$ cat config.mk
export PLATFORM = sky130hd
export DESIGN_NAME = rcm_merge
export DESIGN_NICKNAME = d
export VERILOG_FILES = /design/src/hw/rtl/rcm_pkg.sv /design/src/hw/rtl/rcm_merge.sv
export SDC_FILE = /design/constraint.sdc
export NUM_CORES = 1
export LEC_CHECK = 0
export BUFFER_PORTS_ARGS = -buffer_cell sky130_fd_sc_hd__buf_2
export CAP_MARGIN = 5
export CORE_MARGIN = 2
export CORE_UTILIZATION = 27
export DETAILED_ROUTE_END_ITERATION = 6
export PLACE_DENSITY = 0.54
export RECOVER_POWER = 25
export SETUP_SLACK_MARGIN = 0.5
export SLEW_MARGIN = 20
export SYNTH_ARGS = -nofsm -noshare
export SYNTH_HDL_FRONTEND = slang
export SYNTH_SLANG_ARGS = --single-unit
$ cat constraint.sdc
create_clock -name clk -period 8.45 [get_ports clk]
set_input_delay 0.4225 -clock clk [delete_from_list [all_inputs] [get_ports clk]]
set_output_delay 0.4225 -clock clk [all_outputs]
set_load 0.02 [all_outputs]
$ cat src/hw/rtl/rcm_pkg.sv
// Shared types and constants of the rectangle coordinate mapper.
// Used by rcm_lane, rcm_merge and rect_coordinate_mapper_core; no dependencies.
package rcm_pkg;

  // coordinate width of inputs and packed corner fields
  localparam int CB = 16;
  localparam int CORNER_W = 2 * CB;
  localparam int CFG_DATA_W = 32;
  localparam int CFG_IDX_W = 3;
  localparam int RES_W = 32;

  // lane datapath widths
  localparam int NW = CB + 3;      // offset coordinate, signed
  localparam int PW = NW + CB;     // magnitude times scale
  localparam int QW = PW + 1;      // rounded numerator, quotient
  localparam int VW = QW + 4;      // quotient plus offsets and mirror

  // lane register stages: offset, multiply, round, one per quotient bit, post
  localparam int STAGES = QW + 4;
  localparam int LANES = 4;

  // configuration register indexes
  localparam logic [CFG_IDX_W-1:0] REG_SRC_MIN = 3'd0;
  localparam logic [CFG_IDX_W-1:0] REG_SRC_MAX = 3'd1;
  localparam logic [CFG_IDX_W-1:0] REG_TGT_MIN = 3'd2;
  localparam logic [CFG_IDX_W-1:0] REG_TGT_MAX = 3'd3;
  localparam logic [CFG_IDX_W-1:0] REG_ORIENT  = 3'd4;

  // orientation bits
  localparam int OR_MIRROR_X = 0;
  localparam int OR_MIRROR_Y = 1;
  localparam int OR_SWAP     = 2;

  localparam logic [CORNER_W-1:0] CORNER_ONE = {CB'(1), CB'(1)};

  typedef struct packed {
    logic back;
    logic rect;
  } tag_t;

endpackage

$ cat src/hw/rtl/rcm_merge.sv
// Merge stage: swap axes back, order rectangle corners, zero on error.
// Depends on rcm_pkg; holds the output payload register.
module rcm_merge (
  input  logic                               clk,
  input  logic                               load,
  input  logic signed [rcm_pkg::RES_W-1:0]   lane_fx,
  input  logic signed [rcm_pkg::RES_W-1:0]   lane_fy,
  input  logic signed [rcm_pkg::RES_W-1:0]   lane_sx,
  input  logic signed [rcm_pkg::RES_W-1:0]   lane_sy,
  input  rcm_pkg::tag_t                      tag,
  input  logic                               swap,
  input  logic                               err,
  output logic signed [rcm_pkg::RES_W-1:0]   result_first_x,
  output logic signed [rcm_pkg::RES_W-1:0]   result_first_y,
  output logic signed [rcm_pkg::RES_W-1:0]   result_second_x,
  output logic signed [rcm_pkg::RES_W-1:0]   result_second_y,
  output logic                               empty_rect_error
);
  import rcm_pkg::*;

  logic signed [RES_W-1:0] ax, ay, bx, by;
  logic signed [RES_W-1:0] fx, fy, sx, sy;

  always_comb begin
    if (tag.back && swap) begin
      ax = lane_fy; ay = lane_fx; bx = lane_sy; by = lane_sx;
    end else begin
      ax = lane_fx; ay = lane_fy; bx = lane_sx; by = lane_sy;
    end
    fx = ax; fy = ay; sx = bx; sy = by;
    if (!tag.rect) begin
      sx = '0; sy = '0;
    end else begin
      if (ax >= bx) begin
        fx = bx; sx = ax;
      end
      if (ay >= by) begin
        fy = by; sy = ay;
      end
    end
    if (err) begin
      fx = '0; fy = '0; sx = '0; sy = '0;
    end
  end

  always_ff @(posedge clk) begin
    if (load) begin
      result_first_x   <= fx;
      result_first_y   <= fy;
      result_second_x  <= sx;
      result_second_y  <= sy;
      empty_rect_error <= err;
    end
  end

endmodule

# Word level (Yosys, flattened, before mapping)
# Cells that the tools add are included.
[classes] order_cmp=2 mux=10 bitwise=1 reduce_logical=2
[op_table] op="32-bit 2-to-1 mux" count=10
[op_table] op="32-bit >= comparator" count=2
[op_table] op="2-bit OR reduction" count=1
[op_table] op="1-bit logical AND" count=1
[op_table] op="1-bit NOT" count=1
[totals] reg_bits=129 word_cells=20

# Logic depth before layout (Yosys ltp)
[logic_depth] ltp_word=5 depth_mapped=15 ltp_nobuf=11

# Least setup slack after synthesis
# No wires, ideal clock.
[synth_timing] path_type="in2reg" start="input tag[1] (netlist name)" end="register result_first_y[23] (netlist name) (data pin)" setup_time_ps=272 arrival_time_ps=3533 t_required_ps=8178 slack_ps=4646 path_stages=13 n_path_buf=4 cell_sequence="nand2_1 -> clkbuf_1 -> buf_2 -> buf_1 -> mux2i_1 -> ha_1 -> nand4_1 -> nor4_2 -> a21boi_1 -> o211a_1 -> a211oi_4 -> clkbuf_1 -> a211oi_1"
[synth_between] elab_chain_cells=5
[synth_lines] item="from (decl)" line_no="rcm_merge.sv:10" rtl="input rcm_pkg::tag_t tag,"
[synth_lines] item="1-bit logical AND (*)" line_no="rcm_merge.sv:25" rtl="if (tag.back && swap) begin"
[synth_lines] item="32-bit 2-to-1 mux" line_no="rcm_merge.sv:25"
[synth_lines] item="32-bit >= comparator" line_no="rcm_merge.sv:37" rtl="if (ay >= by) begin"
[synth_lines] item="32-bit 2-to-1 mux" line_no="rcm_merge.sv:37"
[synth_lines] item="32-bit 2-to-1 mux (*)" line_no="rcm_merge.sv:31" rtl="if (!tag.rect) begin"
[synth_lines] item="to (signal assigned)" line_no="rcm_merge.sv:49" rtl="result_first_y <= fy;"
[synth_lines] item="to (decl)" line_no="rcm_merge.sv:14" rtl="output logic signed [rcm_pkg::RES_W-1:0] result_first_y,"
# Every way passes the cells marked *; elsewhere a longest branch is shown, timed or not.
# A chain may end at the register's enable or synchronous reset.

# Final worst setup path
[layout_timing] start="input err" end="register result_second_x[9] (netlist name) (data pin)"
[layout_between] elab_chain_cells=1
[layout_lines] item="from (decl)" line_no="rcm_merge.sv:12" rtl="input logic err,"
[layout_lines] item="2-bit OR reduction (no line)"
[layout_lines] item="to (signal assigned)" line_no="rcm_merge.sv:50" rtl="result_second_x <= sx;"
[layout_lines] item="to (decl)" line_no="rcm_merge.sv:15" rtl="output logic signed [rcm_pkg::RES_W-1:0] result_second_x,"
# No other way between the ends.

==> impl_metrics.yaml <==
outcome:
  status: "complete, but fails checks"
  violations: "max-capacitance violations, max-slew violations"
synth:
  ys_seq_area_frac: 0.446
  syn_nets: 985
  synth.cell_area_sq_um: 8690
  avgSynthCellArea_sq_um: 11.0
  ys.warnings.count: 0
  synth_cells: 787
  ys_seq_elements: 129
  yosysUniqueCellTypes: 48
sta:
  worst_slew_pin_slew_ns: 3.86
  hold_viol: 0
  fmax_mhz: 206
  rsz0062_at_grt: "no"
  finalCritPeriodShare: 0.574
  fin_hold_ws_ns: 0.507
  slew_headroom: -1.57
  worst_slack_ns: 3.60
  maxSlewViolCount: 115
  fin_tns_setup_ns: 0
  setup_violations: 0
  finalCriticalPeriod_ns: 4.85
global_route:
  grt_use_total: 0.190
  grt_remaining_overflow: 0
  antenna_found_initial: 10
  grt_max_degree: 82
  grt_pass1_wl_um: 47000
  grt_pass1_vias: 7297
cts:
  h-tree-depth: 4
  clock-root-buffer: "clkbuf_16"
  clock_path_buffers: 2
  post_cts_hold_buffer_count: 0
  path_clk_slew_ns: 0.06
  cts_resized: 0
  numCtsBuffers: 17
  postCtsSetupRepairBufs: 0
  clock_sinks: 129
  cts_tree: "yes"
placement:
  hpwl_um: 24500
  dp.cells: 1400
  post_dp_cell_area_sq_um: 10400
  dp_slack_ns: 3.40
  portBuffers: 262
  globalplace.congestion: 0.895
final_layout:
  postLayoutCellArea_sq_um: 10900
  finish.utilization: 0.346
  nets: 1215
  multi_input_area_sq_um: 4570
  layout.cells.non_filler: 1442
  seq_area_sq_um: 3870
  layout_common_cells: "210 x buf_2, 129 x edfxtp_1, 67 x nor2_1, 65 x mux2i_1, 64 x ha_1"
  drive_above_1_share: 0.317
  syn2layout_area_growth_pct: 25.8
  nFillCells: 3197
  final_common_cell: "buf_2"
die:
  ios: 263
  dieArea_sq_um: 33600
  core-area_sq_um: 31600
  die_x_um: 183
  die_h_um: 183
  start_util: 0.275
  num_rows: 65
critical_path:
  crit_slowest_cell: "clkbuf_1"
  cp-endpoint: "result_second_x[9]$_SDFFCE_PP0P_"
  path_class: "input port to register"
  cp.buffers_inverters: 3
  cp.required_ns: 8.61
  cp-end-kind: "register"
  arrival_ns: 5.01
  cp.depth: 5
  cp_cell_sequence: "buf_2 > clkbuf_1 > nand2b_2 > buf_4 > a21oi_1"
  cp-startpoint: "err"
  cp_top_family: "buffers and inverters"
  critPathMaxFanout: 68
  worst_path_largest_cell_delay_ns: 2.70
  startpoint_type: "input port"
drt:
  firstDrtPassIters: 5
  routed_wl_um: 32500
  drt_iter0_markers: 629
  vias_per_cell: 5.24
  drc: 0
  wl_per_cell_um: 22.5
  ant_nets: 0
  route.vias.total: 7553
hold_path:
  hp-class: "input port to register"
pwr:
  fin_total_pwr_mw: 2.25
  peakVddDrop_mv: 0.132
  power_density_nw_per_um2: 206
  leakage_nw: 4.46
job:
  maxCapViolCount: 2
## synth_stat cells, drive strengths merged
master     n  share of area
a2111o     1         0.0013
a2111oi    1         0.0010
a211oi    65          0.058
a21boi     2         0.0017
a21o       7         0.0060
a21oi     58          0.034
a221o      1         0.0012
a221oi     2         0.0027
a2bb2oi    1         0.0010
and3       1        0.00072
and3b      1         0.0010
and4       4         0.0040
buf       22          0.014
clkbuf    40          0.017
edfxtp   129           0.45
ha        64          0.092
inv        5         0.0022
mux2      63          0.082
mux2i     65          0.075
nand2     16         0.0069
nand2b     2         0.0014
nand3     35          0.020
nand3b     1        0.00086
nand4     12         0.0086
nor2      68          0.029
nor2b      1        0.00072
nor3       4         0.0023
nor4       3         0.0036
o211a      1         0.0012
o211ai     2         0.0017
o21a       3         0.0026
o21ai     38          0.022
o221ai     1         0.0017
o2bb2ai    2         0.0020
o31ai     32          0.028
o41ai      1         0.0019
or2        1        0.00072
or3       31          0.022
xnor2      1         0.0019
## worst min-delay path, cell delays in order
cell and delay [ns]:
buf_2 0.08, mux2_2 0.17, nand3_1 0.07, o31ai_1 0.08
## metal layers
metal  vias up  routed length [um]  track usage
met2       271               14200        0.276
li1       3567                   -            -
met1      3667               15100        0.266
met4         0                1080       0.0858
met5         -                   0            0
met3        48                2140       0.0479
## worst min path at each step
| stage | start | end | slack [ns] | depth (start not counted) |
|---|---|---|---|---|
| finish | lane_fy[17] | result_second_y[17]$_SDFFCE_PP0P_ | 0.51 | 4 |
| global route | lane_fy[18] | result_second_y[18]$_SDFFCE_PP0P_ | 0.52 | 4 |
| CTS | lane_fy[17] | result_second_y[17]$_SDFFCE_PP0P_ | 0.49 | 4 |
| detailed placement | empty_rect_error$_DFFE_PP_ | empty_rect_error | 0.86 | 1 |
| global placement | result_second_y[30]$_SDFFCE_PP0P_ | result_second_y[30] | 0.87 | 1 |
| floorplan | err | empty_rect_error$_DFFE_PP_ | 0.52 | 0 |
## cell families (layout without fill, tap and decap cells)
group,count (synthesis),count (layout),synth area share
buf+inv,67,310,0.0335
fa+ha+maj,64,64,0.0921
xor+xnor,1,1,0.00187
simple gates,180,180,0.103
compound gates,218,218,0.168
flops,129,129,0.446
other cells,0,10,0
mux,128,128,0.156
## state kept, by name (all words and copies together), names as in the netlist
name              count
result_first_x       32
result_first_y       32
result_second_x      32
result_second_y      32
empty_rect_error      1
## power breakdown
part	switching [mW]	total [mW]	leakage, nW	internal [mW]
Sequential	0.0231	0.816	1.24	0.793
Clock	0.318	0.786	0.284	0.468
Combinational	0.433	0.653	2.94	0.220
Total	0.773	2.25	4.46	1.48
## area by class of cell
cell class	count	area share
antenna	10	0.00229
tap	402	0.0460
sequential	129	0.354
multi-input combinational	591	0.418
clock buffer	18	0.0392
timing repair buffer	273	0.122
clock inverter	14	0.0166
inverter	5	0.00172
No activity file was read; power rests on OpenSTA's default activity.
