`src/hw/rtl/rcm_pkg.sv`:
```
// Shared types and constants of the rectangle coordinate mapper.
// Used by rcm_lane, rcm_merge and rect_coordinate_mapper_core; no dependencies.
package rcm_pkg;

  // coordinate width of inputs and packed corner fields
  localparam int CB = 16;
  localparam int CORNER_W = 2 * CB;
  localparam int CFG_DATA_W = 32;
  localparam int CFG_IDX_W = 3;
  localparam int RES_W = 32;

  // lane datapath widths
  localparam int NW = CB + 3;      // offset coordinate, signed
  localparam int PW = NW + CB;     // magnitude times scale
  localparam int QW = PW + 1;      // rounded numerator, quotient
  localparam int VW = QW + 4;      // quotient plus offsets and mirror

  // lane register stages: offset, multiply, round, one per quotient bit, post
  localparam int STAGES = QW + 4;
  localparam int LANES = 4;

  // configuration register indexes
  localparam logic [CFG_IDX_W-1:0] REG_SRC_MIN = 3'd0;
  localparam logic [CFG_IDX_W-1:0] REG_SRC_MAX = 3'd1;
  localparam logic [CFG_IDX_W-1:0] REG_TGT_MIN = 3'd2;
  localparam logic [CFG_IDX_W-1:0] REG_TGT_MAX = 3'd3;
  localparam logic [CFG_IDX_W-1:0] REG_ORIENT  = 3'd4;

  // orientation bits
  localparam int OR_MIRROR_X = 0;
  localparam int OR_MIRROR_Y = 1;
  localparam int OR_SWAP     = 2;

  localparam logic [CORNER_W-1:0] CORNER_ONE = {CB'(1), CB'(1)};

  typedef struct packed {
    logic back;
    logic rect;
  } tag_t;

endpackage

```
`src/hw/rtl/rcm_lane.sv`:
```
// One axis lane: offset, scale by p/q with rounding, offset back and saturate.
// Depends on rcm_pkg; the quotient is formed by a pipelined restoring divider.
module rcm_lane (
  input  logic                                clk,
  input  logic [rcm_pkg::STAGES-1:0]          en,
  input  logic signed [rcm_pkg::CB-1:0]       coord,
  input  rcm_pkg::tag_t                       tag_in,
  input  logic signed [rcm_pkg::CB-1:0]       s0,
  input  logic signed [rcm_pkg::CB-1:0]       s1,
  input  logic signed [rcm_pkg::CB-1:0]       t0,
  input  logic signed [rcm_pkg::CB-1:0]       t1,
  input  logic                                mirror,
  output logic signed [rcm_pkg::RES_W-1:0]    result,
  output rcm_pkg::tag_t                       tag_out
);
  import rcm_pkg::*;

  localparam logic signed [VW-1:0] SMAX = VW'(32'sh7FFFFFFF);
  localparam logic signed [VW-1:0] SMIN = VW'(32'sh80000000);

  logic [CB-1:0] sw;
  logic [CB-1:0] tw;
  assign sw = CB'(s1 - s0);
  assign tw = CB'(t1 - t0);

  // offset stage
  logic signed [NW-1:0] n_c;
  logic [NW-1:0] mag0;
  logic          neg0;
  tag_t          tag0;

  always_comb begin
    if (tag_in.back) begin
      n_c = NW'(coord) - NW'(t0);
    end else if (mirror) begin
      n_c = NW'(s0) + NW'(s1) - NW'(coord) - NW'(s0);
    end else begin
      n_c = NW'(coord) - NW'(s0);
    end
  end

  always_ff @(posedge clk) begin
    if (en[0]) begin
      neg0 <= n_c[NW-1];
      mag0 <= n_c[NW-1] ? NW'(-n_c) : NW'(n_c);
      tag0 <= tag_in;
    end
  end

  // multiply stage
  logic [PW-1:0] prod1;
  logic          neg1;
  tag_t          tag1;
  logic [CB-1:0] p0;
  assign p0 = tag0.back ? sw : tw;

  always_ff @(posedge clk) begin
    if (en[1]) begin
      prod1 <= PW'(mag0) * PW'(p0);
      neg1  <= neg0;
      tag1  <= tag0;
    end
  end

  // rounding stage: add or take away half the divisor
  logic [CB-1:0] d1;
  logic [QW-1:0] h1;
  logic [QW-1:0] num_c;
  assign d1 = tag1.back ? tw : sw;
  assign h1 = QW'(d1 >> 1);

  always_comb begin
    if (!neg1) begin
      num_c = QW'(prod1) + h1;
    end else if (QW'(prod1) < h1) begin
      num_c = '0;
    end else begin
      num_c = QW'(prod1) - h1;
    end
  end

  logic [CB-1:0] drem [QW+1];
  logic [QW-1:0] dnum [QW+1];
  logic          dneg [QW+1];
  tag_t          dtag [QW+1];

  always_ff @(posedge clk) begin
    if (en[2]) begin
      drem[0] <= '0;
      dnum[0] <= num_c;
      dneg[0] <= neg1;
      dtag[0] <= tag1;
    end
  end

  // one quotient bit per stage, most significant first
  for (genvar k = 0; k < QW; k++) begin : g_div
    logic [CB-1:0] dk;
    logic [CB:0]   r_sh;
    logic          ge;
    assign dk   = dtag[k].back ? tw : sw;
    assign r_sh = {drem[k], dnum[k][QW-1]};
    assign ge   = r_sh >= {1'b0, dk};

    always_ff @(posedge clk) begin
      if (en[3+k]) begin
        drem[k+1] <= ge ? CB'(r_sh - {1'b0, dk}) : CB'(r_sh);
        dnum[k+1] <= {dnum[k][QW-2:0], ge};
        dneg[k+1] <= dneg[k];
        dtag[k+1] <= dtag[k];
      end
    end
  end

  // post stage: sign, offset, mirror on the way back, saturate
  logic signed [VW-1:0] sq;
  logic signed [VW-1:0] v1;
  logic signed [VW-1:0] v2;
  logic signed [RES_W-1:0] sat_c;

  always_comb begin
    sq = VW'(signed'({1'b0, dnum[QW]}));
    if (dneg[QW]) begin
      sq = -sq;
    end
    v1 = (dtag[QW].back ? VW'(s0) : VW'(t0)) + sq;
    if (dtag[QW].back && mirror) begin
      v2 = VW'(s0) + VW'(s1) - v1;
    end else begin
      v2 = v1;
    end
    if (v2 > SMAX) begin
      sat_c = RES_W'(SMAX);
    end else if (v2 < SMIN) begin
      sat_c = RES_W'(SMIN);
    end else begin
      sat_c = RES_W'(v2);
    end
  end

  always_ff @(posedge clk) begin
    if (en[STAGES-1]) begin
      result  <= sat_c;
      tag_out <= dtag[QW];
    end
  end

endmodule

```
`config.mk`:
```
export PLATFORM = sky130hd
export DESIGN_NAME = rcm_lane
export DESIGN_NICKNAME = d
export VERILOG_FILES = /design/src/hw/rtl/rcm_pkg.sv /design/src/hw/rtl/rcm_lane.sv
export SDC_FILE = /design/constraint.sdc
export NUM_CORES = 2
export LEC_CHECK = 0
export ABC_AREA = 1
export BUFFER_PORTS_ARGS = -buffer_cell sky130_fd_sc_hd__buf_4
export CAP_MARGIN = 30
export CORE_ASPECT_RATIO = 1.5
export CORE_MARGIN = 2
export CORE_UTILIZATION = 56
export CTS_BUF_LIST = sky130_fd_sc_hd__clkbuf_16
export CTS_CLUSTER_SIZE = 24
export DETAILED_ROUTE_END_ITERATION = 6
export PLACE_DENSITY = 0.72
export SYNTH_ARGS = -nofsm -noshare
export SYNTH_HDL_FRONTEND = slang
export SYNTH_SLANG_ARGS = --single-unit
```
`constraint.sdc`:
```
create_clock -name clk -period 13.9 [get_ports clk]
set_input_delay 0 -clock clk [delete_from_list [all_inputs] [get_ports clk]]
set_output_delay 0 -clock clk [all_outputs]
set_load 0.01 [all_outputs]
```
# Word-level counts from Yosys, hierarchy flattened
# Memory sizes are Yosys's and may differ from the RTL's.
# Cells that the tools add are included.
# totals
elab_cells,264
output_inout_bits,34
n_memories,4
mem_bits_rw,2035
ff_bits,94
inputBits,124
# op_classes
order_cmp,39
n_mul,1
n_mux,157
n_reduce_logical,1
n_addsub,50
# memory_table
name,depth,word_bits,read_ports,rd_ports_with_merged_regs,wr,line_no,text
dnum,37,36,37,0,37,rcm_lane.sv:83,logic [QW-1:0] dnum [QW+1];
drem,37,16,36,0,37,rcm_lane.sv:82,logic [CB-1:0] drem [QW+1];
dtag,37,2,37,0,37,rcm_lane.sv:85,tag_t dtag [QW+1];
dneg,37,1,37,0,37,rcm_lane.sv:84,logic dneg [QW+1];
# ops
op,count
two-way mux 16 bit,74
>= comparator 17 x 16 -> 1 bit,36
subtractor 16 bit,38
two-way mux 40 bit,3
two-way mux 1 bit,74
two-way mux 36 bit,2
adder 40 bit,1
> comparator 40 x 32 -> 1 bit (second input constant),1
< comparator 40 x 32 -> 1 bit (second input constant),1
negation 36 -> 40 bit,1
subtractor 17 x 40 -> 40 bit,1
two-way mux 19 bit,2
adder 35 x 15 -> 36 bit,1
subtractor 35 x 15 -> 36 bit,1
< comparator 35 x 15 -> 1 bit,1
multiplier 19 x 16 -> 35 bit,1
adder 16 x 16 -> 17 bit,2
subtractor 16 x 16 -> 17 bit,2
two-way mux 32 bit,1
negation 19 bit,1
subtractor 18 x 16 -> 19 bit,1
two-way mux 18 bit,1
subtractor 17 x 16 -> 18 bit,1
logical AND 1 bit,1

# Depth between registers and ports, before layout
# An unclocked memory read counts as a cell.
# logic_depth
depth_word,8
depth_mapped,49
depth_no_buf,48

# Worst setup path before layout
# OpenSTA, ideal clock, no wires.
# synth_timing
path_kind,input port to flip-flop
startpoint,in t1[0] in the netlist's numbering
endpoint,"reg prod1[31], data pin"
required_ps,13636
path_buffers,2
setup_slack_ps,7182
arrival_time_ps,6455
cell_stages,35
setup_time_ps,264
cell_sequence,inv_1 -> ha_1 -> inv_1 -> fa_1 -> nand2_1 -> nand2_1 -> nand2_1 -> nand2_1 -> nand3_1 -> nand3_1 -> nand2_1 -> nand2_1 -> inv_1 -> buf_2 -> nand2_1 -> o21ai_1 -> buf_2 -> nor2_1 -> fa_1 -> fa_1 -> fa_1 -> fa_1 -> inv_1 -> fa_1 -> fa_1 -> inv_1 -> ha_1 -> nand2_1 -> nor4_1 -> nand3_1 -> nand3_1 -> nand3_1 -> nand2_1 -> a31oi_1 -> xor2_1
# synth_via
elab_chain_len,3
# synth_lines
element,line_no,text
"start, declared",rcm_lane.sv:11,"input logic signed [rcm_pkg::CB-1:0] t1,"
subtractor 16 bit,rcm_lane.sv:24,assign tw = CB'(t1 - t0);
two-way mux 16 bit,rcm_lane.sv:55,assign p0 = tag0.back ? sw : tw;
multiplier 19 x 16 -> 35 bit,rcm_lane.sv:59,prod1 <= PW'(mag0) * PW'(p0);
"end signal, assigned",rcm_lane.sv:59,
"end, declared",rcm_lane.sv:51,logic [PW-1:0] prod1;
# Every way passes these cells.
# A chain may end at the register's enable or synchronous reset.

# Final worst setup path
# layout_timing
startpoint,in s1[0] in the netlist's numbering
endpoint,"reg prod1[31], data pin"
# layout_via
elab_chain_len,3
# layout_lines
element,line_no,text
"start, declared",rcm_lane.sv:9,"input logic signed [rcm_pkg::CB-1:0] s1,"
subtractor 16 bit,rcm_lane.sv:23,assign sw = CB'(s1 - s0);
two-way mux 16 bit,rcm_lane.sv:55,
multiplier 19 x 16 -> 35 bit,rcm_lane.sv:59,
# Every way passes these cells.

==> metrics.md <==
| Metric | Value |
|---|---|
| Post-synth top area share | 50.1% |
| Tot GR Track Use | 34.5% |
| Period utilization | 56.6% |
| Worst Slack Setup Final | 6.03 ns |
| WHS | 0.0827 ns |
| Final hold vios | 0 |
| Largest net degree at the start of global routing | 56 |
| CP Data Arrival Time | 8.41 ns |
| Clock Latency Late Sink | 0.91 ns |
| Nets@finish | 14400 |
| Core Util, Final | 61.3% |
| Critical R2R Launch | dnum[4][144] |
| Largest family of logic cells by synthesized area | simple AND/OR/NAND/NOR gates |
| WL final | 399 mm |
| Sink Count | 2097 |
| Slew HR | 27.6% |
| Core box area | 0.223 mm² |
| First-pass GRT wire length | 586 mm |
| Total gr overflow | 0 |
| Critical Path RT | 14.44 ns |
| Fin crit period | 7.87 ns |
| Sequential element share of the synthesized area | 50.1% |
| Cell with the most instances after synthesis | nand2_1 |
| Routability cong. | 1.00 |
| CTS root buf | clkbuf_16 |
| Die Width | 391 µm |
| Bufs on Longest Clock Path | 4 |
| Largest fanout on the critical path | 21 |
| Post-synth net total | 14300 |
| Vias in the first global route | 95000 |
| Final setup violation count | 0 |
| CTS tree | yes |
| Critical path endpoint | prod1[31] |
| Row count | 212 |
| Seq cells post-synth | 2097 |
| Yosys warning count | 0 |
| DP HPWL | 288 mm |
| Clk slew on worst S/H paths | 0.08 ns |
| Initial Util | 56.4% |
| HP Class | in2reg |
| Synth Area in XOR/XNOR | 4.28% |
| Status | finished, final reports clean |
| Worst Setup Start Kind | primary input |
| Cts repair resizes | 0 |
| Final Slew Violations | 0 |
| Die height | 584 µm |
| Area leader, netlist | edfxtp_1 |
| Iteration-0 DRC count of the detailed router | 7924 |
| Synth Area in Simple Gates | 15.5% |
| Drt pass-1 iters | 6 |
| CTS H-tree depth | 4 |
| Worst path slowest cell | o21ai_2 |
| Mean area per synthesized cell | 9.68 µm² |
| Reg2reg end | result[18] |
| Adder-Cell Fraction of Synth Area | 13.9% |
| Setup crit start | s1[0] |
| Initial antenna violation count | 10 |
| Setup crit end kind | register |
| I/O pins | 158 |
| Area Overhead vs Synth | 8.72% |
| Worst reg2reg setup slack | 6.36 ns |
| Cell count after synthesis | 13000 |
| Full die area | 0.228 mm² |
| Routed Antenna Nets | 0 |
| Slew @ Worst Pin | 1.07 ns |
| DRC violation count after routing | 0 |
| Ys flop type | edfxtp_1 |
| Clk_skew | 0.0966 ns |
| Multiplexer area fraction after synthesis | 0.0259% |
| EDFF count, synth | 2097 |
| Routed vias | 95100 |
| # port buffers | 157 |
| Max stage delay on crit path | 0.57 ns |
| Synth Cell Area | 0.126 mm² |
| Fmax | 127 MHz |
| Synth top area cells | edfxtp_1 (50%), nand2_1 (9.6%), ha_1 (8.6%), o21ai_0 (5.3%), fa_1 (5.3%) |
| Total CTS buffers | 199 |
| Count of unique library cells instantiated by Yosys | 65 |
| Cell mode on critical path | nand2_1 |
| Reg2Reg Depth | 36 |
| Max Cap Viol | 0 |
| WL/cell | 24.7 µm |
| Via/cell ratio | 5.90 |
| Place WS | 5.71 ns |
| WS Path Type | in2reg |
| Top cells by count, synth | nand2_1 (3199), edfxtp_1 (2097), inv_1 (1379) |
| Layout cells sized above 1 | 4.97% |
| Compound-Gate Fraction of Synth Area | 10.6% |
| Setup total negative slack | 0 ns |
| Post-synth ARST share | 0% |
| RSZ-0062 raised after global routing | no |
cells in the final DEF (no fill, tap or decap), drive strengths merged, types with 8 or more instances in the layout:
cell type / netlist / routed
a21boi: 41 / 41
a21o: 67 / 67
a21oi: 787 / 787
a221oi: 9 / 9
a311oi: 10 / 10
a31oi: 59 / 59
and2: 23 / 23
buf: 174 / 234
bufinv: 0 / 26
clkbuf: 197 / 202
clkinv: 9 / 81
clkinvlp: 0 / 10
diode: 0 / 12
dlygate4sd3: 0 / 48
edfxtp: 2097 / 2097
fa: 331 / 331
ha: 866 / 866
inv: 1399 / 1440
nand2: 3228 / 3228
nand3: 488 / 488
nand3b: 15 / 15
nand4: 113 / 113
nor2: 741 / 741
nor3: 146 / 146
nor4: 19 / 19
o2111ai: 30 / 30
o211ai: 10 / 10
o21a: 11 / 11
o21ai: 1380 / 1380
o21bai: 31 / 31
o22ai: 8 / 8
o41ai: 24 / 24
or2: 20 / 20
xnor2: 266 / 266
xor2: 348 / 348
per-layer routing:
layer | global-route usage (%) | routed length, µm
met5 | 0 | 0
met4 | 22.0 | 30600
met3 | 4.31 | 23800
met2 | 62.2 | 205000
met1 | 38.3 | 140000
registers in the layout (all words and copies together), names as in the netlist, 2 cells and up:
register and cells:
result 32, dneg 37, dtag 74, tag0 2, drem 560, dnum 1332
tag1 2, prod1 35, tag_out 2, mag0 19
cell type report:
| type | instances | area [µm²] |
|---|---|---|
| fill | 18100 | 86000 |
| sequential | 2097 | 63000 |
| multi-input combinational | 9094 | 55800 |
| inverter | 1408 | 5290 |
| clock buffer | 202 | 5050 |
| tap | 2889 | 3610 |
| timing repair buffer | 282 | 2290 |
| clock inverter | 149 | 1440 |
| antenna | 12 | 30.0 |
metrics by stage:
| stage | cells | area [µm²] |
|---|---|---|
| 6_report | 16100 | 137000 |
| 3_3_place_gp | 15700 | 129000 |
| 4_1_cts | 16100 | 136000 |
| 2_1_floorplan | 13000 | 126000 |
| 5_1_grt | 16100 | 137000 |
| 3_5_place_dp | 15700 | 130000 |
critical path: cells and delay by family:
kind	cells	cell delay (ns)
AO/OA/AOI/OAI	2	0.69
XOR/XNOR	1	0.15
adder cells (fa/ha/maj)	9	3.96
buffers and inverters	10	1.89
AND/OR/NAND/NOR	13	1.67
worst min path at each step:
stage                    from    endpoint  slack (ns)  cells past startpoint
floorplan           tag_in[0]     tag0[0]         0.1                      0
global placement    tag_in[0]     tag0[0]        0.18                      1
detailed placement  tag_in[0]     tag0[0]        0.18                      1
CTS                    s1[15]  result[31]        0.04                      7
global route        tag_in[1]     tag0[1]        0.12                      2
finish                 s1[15]  result[31]        0.08                      7
cells by family after synthesis:
logic type,Yosys count
DFF,2097
adders and majority gates,1197
and+or+nand+nor,4795
buffers and inverters,1779
xor gates and xnor gates,614
AOI/OAI and AO/OA,2485
muxes,3
timing repair:
item,4_1_cts,5_1_grt
hold buffers,48,0
endpoints found under the hold margin,2113,0
setup buffers,0,0
Power is left out: the tool's default activity adds up to more than one toggle a clock period on the data nets, which glitch-free logic cannot reach.
